==> config.mk <==
export PLATFORM = sky130hd
export DESIGN_NAME = mpsf_cell
export DESIGN_NICKNAME = d
export VERILOG_FILES = /design/src/rtl/mpsf_pkg.sv /design/src/rtl/mpsf_cell.sv
export SDC_FILE = /design/constraint.sdc
export NUM_CORES = 1
export LEC_CHECK = 0
export ABC_AREA = 1
export BUFFER_PORTS_ARGS = -buffer_cell sky130_fd_sc_hd__buf_2
export CAP_MARGIN = 5
export CORE_MARGIN = 4
export CORE_UTILIZATION = 42
export CTS_CLUSTER_DIAMETER = 40
export DETAILED_ROUTE_END_ITERATION = 10
export GPL_ROUTABILITY_DRIVEN = 0
export PLACE_DENSITY = 0.88
export SLEW_MARGIN = 10
export SYNTH_ARGS = -nofsm -noshare
export SYNTH_HDL_FRONTEND = slang
export SYNTH_SLANG_ARGS = --single-unit
==> constraint.sdc <==
create_clock -name clk -period 4.16 [get_ports clk]
set_clock_uncertainty 0.15 [all_clocks]
set_input_delay 0 -clock clk [delete_from_list [all_inputs] [get_ports clk]]
set_output_delay 0 -clock clk [all_outputs]
set_load 0.05 [all_outputs]
==> src/rtl/mpsf_pkg.sv <==
// ----------------------------------------------------------------------------
// mpsf_pkg
// Shared types and constants of the multi-pattern substring filter.
// ----------------------------------------------------------------------------
package mpsf_pkg;

  localparam int CFG_W = 10;

  typedef enum logic [1:0] {
    CMD_SCAN    = 2'd0,
    CMD_WR_BYTE = 2'd1,
    CMD_SET_LEN = 2'd2
  } cmd_t;

  typedef enum logic [1:0] {
    ST_IDLE,
    ST_SCAN,
    ST_FINISH
  } state_t;

  typedef struct packed {
    logic [1:0] cmd;
    logic [7:0] char_in;
    logic [8:0] entry_index;
    logic [3:0] entry_pos;
    logic [4:0] entry_len;
    logic       last;
  } in_word_t;

  typedef struct packed {
    logic blocked;
    logic match_now;
    logic last_out;
  } out_word_t;

  typedef struct packed {
    logic shift;
    logic clear;
  } cell_ctrl_t;

  function automatic logic [7:0] fold_case(input logic [7:0] c);
    logic [7:0] r;
    r = c;
    if (c >= 8'h41 && c <= 8'h5a) begin
      r = c + 8'h20;
    end
    return r;
  endfunction

endpackage

==> src/rtl/mpsf_cell.sv <==
// ----------------------------------------------------------------------------
// mpsf_cell
// One window cell: holds one recent byte and its fill bit, passes them on to
// the next cell on a scan, and compares its byte with the pattern byte that
// lines up with it for the current pattern length.
// ----------------------------------------------------------------------------
module mpsf_cell #(
  parameter int K               = 0,
  parameter int MAX_PATTERN_LEN = 16
) (
  input  logic                                       clk,
  input  logic                                       rst_n,
  input  mpsf_pkg::cell_ctrl_t                       ctrl,
  input  logic [7:0]                                 byte_in,
  input  logic                                       vld_in,
  output logic [7:0]                                 byte_out,
  output logic                                       vld_out,
  input  logic [MAX_PATTERN_LEN-1:0][7:0]            pat_row,
  input  logic [$clog2(MAX_PATTERN_LEN + 1)-1:0]     pat_len,
  output logic                                       ok
);

  localparam int PW = $clog2(MAX_PATTERN_LEN);

  logic [7:0]    byte_r;
  logic          vld_r;
  logic [PW-1:0] sel_idx;
  logic          used;

  always_ff @(posedge clk) begin
    if (!rst_n) begin
      byte_r <= '0;
      vld_r  <= 1'b0;
    end else if (ctrl.clear) begin
      byte_r <= '0;
      vld_r  <= 1'b0;
    end else if (ctrl.shift) begin
      byte_r <= byte_in;
      vld_r  <= vld_in;
    end
  end

  // pattern byte len-1-K faces this cell
  assign sel_idx  = PW'(32'(pat_len) - 32'(K) - 32'd1);
  assign used     = (32'(pat_len) > 32'(K));
  assign ok       = !used || (vld_r && (byte_r == pat_row[sel_idx]));
  assign byte_out = byte_r;
  assign vld_out  = vld_r;

endmodule

Yosys cells after proc, flatten, opt, wreduce, memory -nomap -nowiden
Index checks and enable logic that the tools add are counted.

Bitwise gates (word level): 1. Order comparisons: 2. Add/sub/neg operators: 1. Mux-type cells: 2. Reductions and logical operators: 4. Equal/unequal tests: 1.

Operators with widths (count): 8-bit binary-select mux with 4-bit select (1); 8-bit == test (1); 8-bit two-way mux (1); 5-bit by 1-bit greater-than comparator with 1-bit output (second input constant) (1); 4-bit by 5-bit < comparator with 1-bit output (second input constant) (1); 4-bit by 1-bit subtractor with 4-bit output (second input constant) (1); 2-bit OR reduction (1); 1-bit logical AND (1); 1-bit logical NOT (1); 1-bit logical OR (1); 1-bit inverter (1).

Bits in registers: 9. Input port bits: 146. Word-level logic and storage cells: 13.

Logic depth before layout (Yosys ltp)
Gate-level depths: netlist of run 1.

Word-level depth: 6. Depth in mapped cells: 18. Mapped depth without buffers: 16.

Least setup slack after synthesis of run 1
No wires, ideal clock.

Path kind: in2out. Start point: in pat_len[0]. End point: out ok. Stages on the path: 15. Data arrival time: 1.890 ns. Path buffers: 4. Setup slack: 2.120 ns. Cells stage by stage: inv_2 buf_6 buf_6 ha_1 buf_2 inv_1 buf_4 nand3_1 nand3_1 nand3_1 nand2_1 nor2_1 nor3_1 nand3_1 nand2_1.

Cells in the longest elaborated chain, start to end: 6.

RTL lines: start: declaration (line mpsf_cell.sv:19) `input logic [$clog2(MAX_PATTERN_LEN + 1)-1:0] pat_len,`; 4-bit by 1-bit subtractor with 4-bit output (line mpsf_cell.sv:44) `assign sel_idx = PW'(32'(pat_len) - 32'(K) - 32'd1);`; 8-bit binary-select mux with 4-bit select (line mpsf_cell.sv:46) `assign ok = !used || (vld_r && (byte_r == pat_row[sel_idx]));`; 8-bit two-way mux (implied by the code) (line mpsf_cell.sv:46); 8-bit == test (line mpsf_cell.sv:46); 1-bit logical AND (line mpsf_cell.sv:46); 1-bit logical OR * (line mpsf_cell.sv:46); end: declaration (line mpsf_cell.sv:20) `output logic ok`.

Every way passes the cells marked *; elsewhere a longest branch is shown, timed or not. The select of a mux whose other input is x is not followed.

Worst setup path after layout of run 1
Start point: in pat_len[1]. End point: out ok.

Same word-level chain as after synthesis.

==> run metrics, run 1 <==
Final Slew Violations 0; drt pass-1 iters 5; post-synth top area cell nand3_1; # clock sinks 9; CP cell instances buf_2, inv_1, ha_1, buf_4, inv_1, nand3_1, nand3_1, nand3_1, nand2_1, nand2_1, nand2_1, nand2_1, nor2_1, nand3_1, nand2_1, buf_2; Net Sw Frac 0.427; Layout area overhead 47.5%; cell area after synthesis 1790 um2; Top Metal Used met4; Worst IR Drop VDD about 0.15 mV; clk_lat worst skew 0.25 ns; drt initial violations between 150 and 200; CTS clk-pin slew, worst paths ~0.05 ns; Hold WC Path Type in -> reg; layout cells sized above 1 0.333; max frequency 0.363 GHz; hold-fix buffers at CTS 11; Post-DRT Antenna Nets 0; DR WL/cell roughly 13 um; clk root buf clkbuf_8; wire length on met3 810 um; Most Frequent Cell on Critical Path nand2_1; Via density about 5.2; GRT Resource Usage Total 0.257; maximum number of pins on one net before global-route repair 68; Synth Register Bits 9; crit end category primary output; Vias slightly below 3000; sequential area share after synthesis 0.101; DRT met1 WL about 2800 um; Top delay family on crit path buffers and inverters; CP required approximately 4.0 ns; Distinct cells, synth 19; post-route minimum period 2.75 ns; core area 4060 um2; setup violators final 0; Slew headroom 0.363; vias in the first global route between 2000 and 3000; critical path class in -> out; Avg Cell Area, Syn between 4 and 5 um2; Post-CTS Setup Inserts 0; total gr overflow 0; fin crit share 0.661; highest-count cells in the layout ignoring fill and taps 155 x nand2_1, 155 x buf_2, 120 x nand3_1, 14 x inv_1; Yosys warning total 0; Buffers & Inverters on Critical Path 5; Post-CTS Resized 0; syn_nets 506; initial antenna violation count 0; CTS buffer count 3; IO Count about 160; H-tree depth 1; post-synthesis cell count between 300 and 400; combinational share of power 0.584; Critical Path Max Stage Delay approximately 0.73 ns; P_sw around 0.21 mW; RSZ-0062 raised after global routing false; die area roughly 5400 um2; CTS tree done; Seq pwr share 0.189; # diodes 0; nets@finish ~660; Starting Density 0.441; DIE HEIGHT 73.3 um; DR DRC count 0; Die Width 73.3 um; worst-margin pin slew 0.954 ns; post-synth top area share 0.335; max-cap violations 0; dpl hpwl approximately 5400 um; Port Buf Inserts 155; first-pass GRT wire length ~11000 um; status completed; Worst Path Max Fanout 33; leakage ~1.5 nW; Critical Path Slowest Stage Cell inv_1; Final Hold Viols 0; critical path arrival ~2.6 ns; total wire length around 7300 um; worst hold margin 0.0625 ns; Fin Setup TNS 0 ns; internal power about 0.28 mW; Area contributors post-synth nand3_1 34%, nand2_1 32%, dfxtp_1 10%; Clock power frac 0.227; routed wl met2 roughly 3500 um; site row count 23; CTS Buffer Depth 2; Startpoint Class input pin; fin util 0.651; P per Cell Area 185 nW/um2
-- layer usage --
layer | track usage | vias up
li1 | - | 1482
met1 | 0.310 | 1242
met2 | 0.444 | 176
met3 | 0.0534 | 24
met4 | 0.101 | 0
met5 | 0 | -
-- sequential cells by signal (all words and copies together), names as in the netlist --
register	flops
byte_out	8
vld_out	1
-- per-stage QoR --
stage,power (mW),instances,setup WS (ns),area (um2)
2_1_floorplan,0.277,359,2.12,1790
3_3_place_gp,0.364,543,1.51,2490
3_5_place_dp,0.368,543,1.40,2490
4_1_cts,0.485,558,1.39,2640
5_1_grt,0.529,558,1.03,2640
6_report,0.489,558,1.41,2640
-- synthesized netlist by cell type (all sizes together) --
cell type	n
nor3	1
nor2	11
buf	23
a211oi	7
clkbuf	1
nand3	120
nand2	159
nand4	2
dfxtp	9
nand3b	1
xor2	1
a21oi	5
ha	1
inv	18
-- area by class of cell --
cell class | instances | area [um2]
clock buffer | 4 | 45.0
sequential | 9 | 180
fill | 377 | 1420
inverter | 18 | 67.6
multi-input combinational | 308 | 1380
tap | 50 | 62.6
timing repair buffer | 169 | 908
-- path summary, 6_finish.rpt --
path / startpoint / endpoint / slack [ns] / cells past startpoint
worst max-delay path: pat_len[1] / ok / 1.41 / 16
worst min-delay path: rst_n / byte_out[2]$_SDFFE_PP0P_ / 0.06 / 3
worst max register to register: byte_out[1]$_SDFFE_PP0P_ / byte_out[1]$_SDFFE_PP0P_ / 3.25 / 2
worst min register to register: vld_out$_SDFFE_PP0P_ / vld_out$_SDFFE_PP0P_ / 0.35 / 2
-- power by group through the flow --
| stage | sequential [mW] | clock (mW) | combinational, mW |
|---|---|---|---|
| 3_3_place_gp | 0.0940 | 0 | 0.270 |
| 6_report | 0.0925 | 0.111 | 0.285 |
| 4_1_cts | 0.0925 | 0.109 | 0.283 |
| 3_5_place_dp | 0.0942 | 0 | 0.274 |
| 2_1_floorplan | 0.106 | 0 | 0.171 |
| 5_1_grt | 0.0928 | 0.115 | 0.321 |
-- logic make-up after synthesis --
| logic type | count (synthesis) | share of synthesized area |
|---|---|---|
| adder cells (fa/ha/maj) | 1 | 0.00699 |
| XOR/XNOR | 1 | 0.00489 |
| buffers and inverters | 42 | 0.130 |
| flip-flops | 9 | 0.101 |
| AND/OR/NAND/NOR | 294 | 0.714 |
| AO/OA/AOI/OAI | 12 | 0.0433 |
-- tightest hold or removal path: stages --
cell,delay (ns)
buf_2,0.09
nand2_1,0.25
a21oi_1,0.07
Note: power is estimated with default switching activity, not from simulation.
==> run 2, diff against run 1 <==
--- a/config.mk
+++ b/config.mk
@@ -5,15 +5,15 @@
 export SDC_FILE = /design/constraint.sdc
 export NUM_CORES = 1
 export LEC_CHECK = 0
-export ABC_AREA = 1
+export ABC_AREA = 0
 export BUFFER_PORTS_ARGS = -buffer_cell sky130_fd_sc_hd__buf_2
 export CAP_MARGIN = 5
 export CORE_MARGIN = 4
-export CORE_UTILIZATION = 42
+export CORE_UTILIZATION = 33
 export CTS_CLUSTER_DIAMETER = 40
 export DETAILED_ROUTE_END_ITERATION = 10
 export GPL_ROUTABILITY_DRIVEN = 0
-export PLACE_DENSITY = 0.88
+export PLACE_DENSITY = 0.78
 export SLEW_MARGIN = 10
 export SYNTH_ARGS = -nofsm -noshare
 export SYNTH_HDL_FRONTEND = slang
==> constraint.sdc (replaced) <==
create_clock -name clk -period 2.5 [get_ports clk]
set_clock_uncertainty 0.15 [all_clocks]
set_input_delay 0 -clock clk [delete_from_list [all_inputs] [get_ports clk]]
set_output_delay 0 -clock clk [all_outputs]
set_load 0.05 [all_outputs]
==> run 2 against run 1 <==
Against the previous run:
- final cell count decreased by 39%
- sequential power is 68% higher
- global-route usage shrank 5.4 points
- setup slack got worse by 1.3 ns
- combinational power increased by 72%
- worst hold slack gained 0.0029 ns
- routed wire length fell by 18%
- total power increased by 65%
- synthesized cell count decreased by 67%
- critical path type unchanged
- critical endpoint unchanged
- largest cell class unchanged
==> run metrics, run 2 <==
Yosys warning total 0 (unchanged); most common cell after layout, fill and taps aside buf_2; Worst Setup SP pat_len[0]; post-synth top area share 0.393 (+0.0571); Worst Path Max Fanout 12 (-64%); RSZ-0062 raised after global routing false; Synth Register Bits 9 (unchanged); fin crit share 0.946; # clock sinks 9 (unchanged); Worst IR Drop VDD 0.162 mV (+5.1%); CP cell instances buf_2, inv_1, ha_4, xor2_4, buf_12, mux4_2, o32ai_2, nor3_2, xor2_1, nor3_2, a21o_2, buf_6; Top delay family on crit path buffers and inverters; Vias 1768 (-40%); Starting Density 0.349 (-0.0927); clk_lat worst skew 0.22 ns (-0.03 ns); Layout area overhead 70.8%; CTS buffer count 3 (unchanged); Critical Path Max Stage Delay 0.50 ns (-0.23 ns); hold_sp ctrl[1]; Post-synth ARST share 0 (unchanged); grt peak-use layer met2; P per Cell Area 305 nW/um2 (+65%); drt initial violations 75 (-61%); nets@finish 438 (-33%); setup violators final 0 (unchanged); die area 5850 um2 (+9.0%); CTS Buffer Depth 2 (unchanged); drt pass-1 iters 4 (-1); Filler Cells Inserted 370 (-1.9%); crit end category primary output; WHS Path Cells 3 (unchanged); DR WL/cell 17.5 um (+34%); post-synthesis cell count 120 (-67%); critical path class in -> out; worst r2r dst byte_out[0]$_SDFFE_PP0P_; CP required 2.35 ns (-1.66 ns); Final Hold Viols 0 (unchanged); vias in the first global route 1996 (-24%); GRT Resource Usage Total 0.203 (-0.0538); Worst path depth 12 (-4); Die Width 76.5 um (+4.4%); met1 Track Usage GR 0.211 (-0.0993); Avg Cell Area, Syn 12.9 um2 (+160%); number of flops mapped to enable cells by yosys 0 (unchanged); post-route minimum period roughly 2.4 ns; clk root buf clkbuf_8; Main synth FF type dfxtp_1; most frequent cell after synthesis mux4_2; first-pass GRT wire length 9630 um (-14%); CTS clk-pin slew, worst paths 0.04 ns (about the same); overall power 0.807 mW (+65%); critical path arrival 2.22 ns (-0.38 ns); dpl hpwl 5050 um (-6.6%); Buffers & Inverters on Critical Path 4 (-1); Port Buf Inserts 155 (unchanged); total gr overflow 0 (unchanged); total wire length 5980 um (-18%); initial antenna violation count 0 (unchanged); Startpoint Class input pin; Post-DRT Antenna Nets 0 (unchanged); highest-count cells in the layout ignoring fill and taps 154 x buf_2, 28 x mux4_2, 14 x mux2i_1, 11 x nor2_1; number of flip-flops under the largest register name 8 (unchanged); maximum number of pins on one net before global-route repair 24 (-65%); max frequency between 0.4 and 0.5 GHz; DIE HEIGHT 76.5 um (+4.4%); Via density 5.17 (-1.3%); Critical Path Slowest Stage Cell mux4_2; synth cell count leaders 27 x mux4_2, 14 x mux2i_1, 12 x nor2_1; sequential area share after synthesis 0.116 (+0.0157); slack of the critical path 0.134 ns (-1.27 ns); GR Util met2 0.409 (-0.0353); max-cap violations 0 (unchanged); Setup crit end ok; CTS tree done; leakage 1.29 nW (-14%); Hold WC Path Type in -> reg; post-place setup slack -0.0558 ns (-1.46 ns); Slew headroom 0.696 (+0.332); Distinct cells, synth 32 (+13); syn_nets 267 (-47%); cell area after synthesis 1550 um2 (-13%); H-tree depth 1 (unchanged); layout cells sized above 1 0.728 (+0.395); Most Frequent Cell on Critical Path nor3_2; # diodes 0 (unchanged); Area contributors post-synth mux4_2 39%, mux4_1 12%, dfxtp_1 12%; IO Count 156 (unchanged); Reg2Reg Depth 2 (unchanged); site row count 24 (+4.3%); DR DRC count 0 (unchanged); status completed; met3 Use GR 0.0603 (+0.00693); worst-margin pin slew 0.453 ns (-0.501 ns); core area 4440 um2 (+9.5%); Final Slew Violations 0 (unchanged); R2R Setup Slk 1.66 ns (-1.59 ns); post-synth top area cell mux4_2; reg2reg start byte_out[0]$_SDFFE_PP0P_
run 2: cell count changes after synthesis, moves of 7 or more:
cell,delta
nand2_1,-151
nand3_1,-119
mux4_2,+27
mux2i_1,+14
inv_1,-12
buf_4,-10
buf_2,-8
mux4_1,+7
run 2: logic make-up (layout without fill, tap and decap cells):
logic type                 Yosys count  count (layout)  share of synthesized area
DFF                                  9               9                      0.116
adders and majority gates            1               1                    0.00808
AOI/OAI and AO/OA                    7               7                     0.0347
and+or+nand+nor                     30              30                      0.105
muxes                               50              50                      0.616
buffers and inverters               11             181                     0.0347
xor gates and xnor gates            12              12                     0.0848
run 2: per-stage QoR:
stage / cells / TNS, ns / hold slack (ns) / cell area [um2] / utilization
floorplan: 120 / 0 / -0.00239 / 1600 / -
global placement: 327 / -0.148 / 0.0882 / 2480 / 0.557
detailed placement: 327 / -0.0558 / 0.0964 / 2480 / 0.557
CTS: 341 / 0 / 0.0617 / 2620 / 0.590
global route: 342 / 0 / 0.0856 / 2650 / 0.595
finish: 342 / 0 / 0.0654 / 2650 / 0.595
run 2: repair_timing:
action | 4_1_cts | 5_1_grt
buffers inserted | 1 | 1
endpoints found under the setup margin | 1 | 1
cloned | 0 | 0
resized for setup | 1 | 4
hold buffers | 9 | 0
hold endpoints to repair | 9 | 0
pin swaps | 2 | 2
run 2: final cells by class:
type                    count  area (um2)  share of cell area
inverters                   2        7.51             0.00284
well taps                  52        65.1              0.0246
multi-input cells         100        1350               0.511
clock buffers               4        45.0              0.0170
flip-flops and latches      9         180              0.0681
repair buffers            175         996               0.376
run 2: worst register-to-register path: stages (launching register included):
cell,delay (ns)
dfxtp_1,0.33
mux2i_1,0.16
nor2_1,0.08
run 2: how the worst min path moves through the flow:
stage                                     endpoint
after global placement    byte_out[7]$_SDFFE_PP0P_
after floorplan           byte_out[0]$_SDFFE_PP0P_
final                     byte_out[3]$_SDFFE_PP0P_
after CTS                 byte_out[1]$_SDFFE_PP0P_
after detailed placement  byte_out[5]$_SDFFE_PP0P_
after global routing      byte_out[4]$_SDFFE_PP0P_
run 2: power breakdown:
| part | internal [mW] | switching, mW | total (mW) |
|---|---|---|---|
| logic | 0.299 | 0.191 | 0.490 |
| clock network | 0.111 | 0.0521 | 0.163 |
| registers | 0.149 | 0.00574 | 0.155 |
run 2: layer usage:
layer / share of wire / wire length [um]
met1: 0.35 / 2110
met2: 0.53 / 3190
met3: 0.11 / 663
met4: 0.0035 / 21
met5: 0 / 0
==> run 3, diff against run 2 <==
--- a/config.mk
+++ b/config.mk
@@ -9,11 +9,12 @@
 export BUFFER_PORTS_ARGS = -buffer_cell sky130_fd_sc_hd__buf_2
 export CAP_MARGIN = 5
 export CORE_MARGIN = 4
-export CORE_UTILIZATION = 33
+export CORE_UTILIZATION = 34
+export CTS_BUF_LIST = sky130_fd_sc_hd__clkbuf_4
 export CTS_CLUSTER_DIAMETER = 40
 export DETAILED_ROUTE_END_ITERATION = 10
 export GPL_ROUTABILITY_DRIVEN = 0
-export PLACE_DENSITY = 0.78
+export PLACE_DENSITY = 0.8
 export SLEW_MARGIN = 10
 export SYNTH_ARGS = -nofsm -noshare
 export SYNTH_HDL_FRONTEND = slang
==> run 3 against run 2 <==
Against the previous run:
- setup slack got worse by 0.052 ns
- sequential share of layout area fell by 0.12 points
- sequential power is essentially flat
- maximum frequency shrank 2.2%
- critical endpoint unchanged
- total power decreased by 3.0%
- non-clock buffer count grew 5
- critical path type unchanged
- final cell count rose by 1.5%
- die area decreased by 2.6%
- combinational power increased by 4.1%
- utilization grew 1.9 points
- via count grew 0.96%
==> run metrics, run 3 (synthesized netlist as in run 2, its figures left out) <==
combinational share of power 0.651 (+0.044); number of flip-flops under the largest register name 8 (unchanged); total gr overflow 0 (unchanged); Final Hold Viols 0 (unchanged); Startpoint Class input pin; initial antenna violation count 0 (unchanged); first-pass GRT wire length 8140 um (-15%); post-route minimum period 2.42 ns (+0.0521 ns); leakage 1.32 nW (+2.0%); setup violators final 0 (unchanged); layout cells sized above 1 0.739 (+0.0114); Port Buf Inserts 155 (unchanged); CTS clk-pin slew, worst paths 0.07 ns (+0.03 ns); H-tree depth 1 (unchanged); total wire length 5790 um (-3.2%); core area 4380 um2 (-1.4%); most common cell after layout, fill and taps aside buf_2; hold_sp ctrl[1]; reg2reg start byte_out[7]$_SDFFE_PP0P_; highest-count cells in the layout ignoring fill and taps 154 x buf_2, 28 x mux4_2, 14 x mux2i_1, 11 x nor2_1; crit end category primary output; drt pass-1 iters 4 (unchanged); fin crit share 0.967 (+0.0208); vias in the first global route 1858 (-6.9%); nets@finish 443 (+1.1%); CTS tree done; Final Slew Violations 0 (unchanged); Filler Cells Inserted 364 (-1.6%); Area after DPL 2480 um2 (unchanged); IO Count 156 (unchanged); DIE HEIGHT 75.5 um (-1.3%); status completed; Vias 1785 (+0.96%); die area 5700 um2 (-2.6%); # clock sinks 9 (unchanged); Slew headroom 0.704 (+0.00788); Hold WC Path Type in -> reg; clk_lat worst skew 0.27 ns (+0.05 ns); worst r2r dst byte_out[7]$_SDFFE_PP0P_; Via density 5.14 (-0.49%); P_sw 0.261 mW (+4.9%); maximum number of pins on one net before global-route repair 19 (-21%); Worst IR Drop VDD 0.150 mV (-7.5%); max-cap violations 0 (unchanged); R2R Setup Slk 1.65 ns (about the same); Starting Density 0.353 (+0.00477); critical path class in -> out; DR WL/cell 16.7 um (-4.6%); Clock power frac 0.152 (-0.050); drt initial violations 21 (-72%); CTS buffer count 3 (unchanged); Layout area overhead 73.9%; P per Cell Area 291 nW/um2 (-4.7%); Post-DRT Antenna Nets 0 (unchanged); worst hold margin 0.0139 ns (-0.0516 ns); critical path arrival 2.27 ns (+0.05 ns); Die Width 75.5 um (-1.3%); site row count 24 (unchanged); clk root buf clkbuf_4; DR DRC count 0 (unchanged); Worst Path Max Fanout 7 (-5); Setup crit end ok; CP required 2.35 ns (about the same); final instance area 2690 um2 (+1.8%); Worst Setup SP pat_len[1]; CTS Buffer Depth 2 (unchanged); max frequency 0.414 GHz (-2.2%); dpl hpwl 4940 um (-2.3%); Reg2Reg Depth 2 (unchanged); Net Sw Frac 0.334 (+0.0250); Seq pwr share 0.197 (+0.005); fin util 0.614 (+0.0190); # diodes 0 (unchanged); worst-margin pin slew 0.442 ns (-0.0117 ns); GRT Resource Usage Total 0.190 (-0.0139); internal power 0.522 mW (-6.5%)
## run 3: cell types whose count changed in the layout (fill, tap and decap cells not counted)
cell,change
inv_2,+1
clkinv_2,+1
clkbuf_4,+3
clkbuf_8,-3
clkbuf_1,-1
inv_1,-1
buf_12,+1
buf_8,+2
buf_4,+2
## run 3: worst min path at each step
| stage | endpoint | depth (start not counted) | slack [ns] |
|---|---|---|---|
| after floorplan | byte_out[0]$_SDFFE_PP0P_ | 2 | -0.002 |
| after global placement | byte_out[3]$_SDFFE_PP0P_ | 3 | 0.08 |
| after detailed placement | byte_out[2]$_SDFFE_PP0P_ | 3 | 0.09 |
| after CTS | byte_out[0]$_SDFFE_PP0P_ | 3 | 0.02 |
| after global routing | byte_out[0]$_SDFFE_PP0P_ | 3 | 0.04 |
| final | byte_out[3]$_SDFFE_PP0P_ | 3 | 0.01 |
## run 3: metrics by stage
stage	std cells	setup slack, ns	power, mW	setup TNS (ns)
CTS	341	0.00154	0.764	0
floorplan	120	0.0121	0.454	0
finish	347	0.0823	0.783	0
detailed placement	327	-0.0916	0.633	-0.0916
global route	347	-0.00966	0.829	-0.00966
global placement	327	-0.0906	0.620	-0.0906
## run 3: repair_timing
action                                  CTS  global route
pin swaps                                 1             7
gates cloned                              0             0
hold endpoints to repair                  9             0
gates resized for setup                   2             9
buffers inserted                          1             6
endpoints found under the setup margin    1             1
hold buffers                              9             0
## run 3: layout make-up
cell class              count  area, um2  area share
clock inverters             1       5.00     0.00186
repair buffers            180       1060       0.394
inverters                   2       7.51     0.00279
flip-flops and latches      9        180      0.0669
clock buffers               3       22.5     0.00836
well taps                  52       65.1      0.0242
multi-input cells         100       1350       0.502
## run 3: critical path, stage by stage
cell and delay (ns):
buf_2 0.11, inv_1 0.07, ha_4 0.30, buf_6 0.14, mux4_2 0.28, mux4_2 0.49
xnor2_1 0.17, nand4_1 0.16, nor3_2 0.21, a21o_2 0.18, buf_8 0.15
## run 3: metal layers
metal / part of all wire / track usage / vias to the layer above
li1: - / - / 855
met1: 0.35 / 0.214 / 832
met2: 0.57 / 0.379 / 88
met3: 0.067 / 0.0172 / 10
met4: 0.013 / 0.0447 / 0
met5: 0 / 0 / -
## run 3: power by group through the flow
stage	combinational (mW)	sequential, mW	clock [mW]
after floorplan	0.282	0.172	0
after global placement	0.463	0.157	0
after detailed placement	0.476	0.157	0
after CTS	0.491	0.154	0.119
after global routing	0.552	0.155	0.122
final	0.510	0.154	0.119
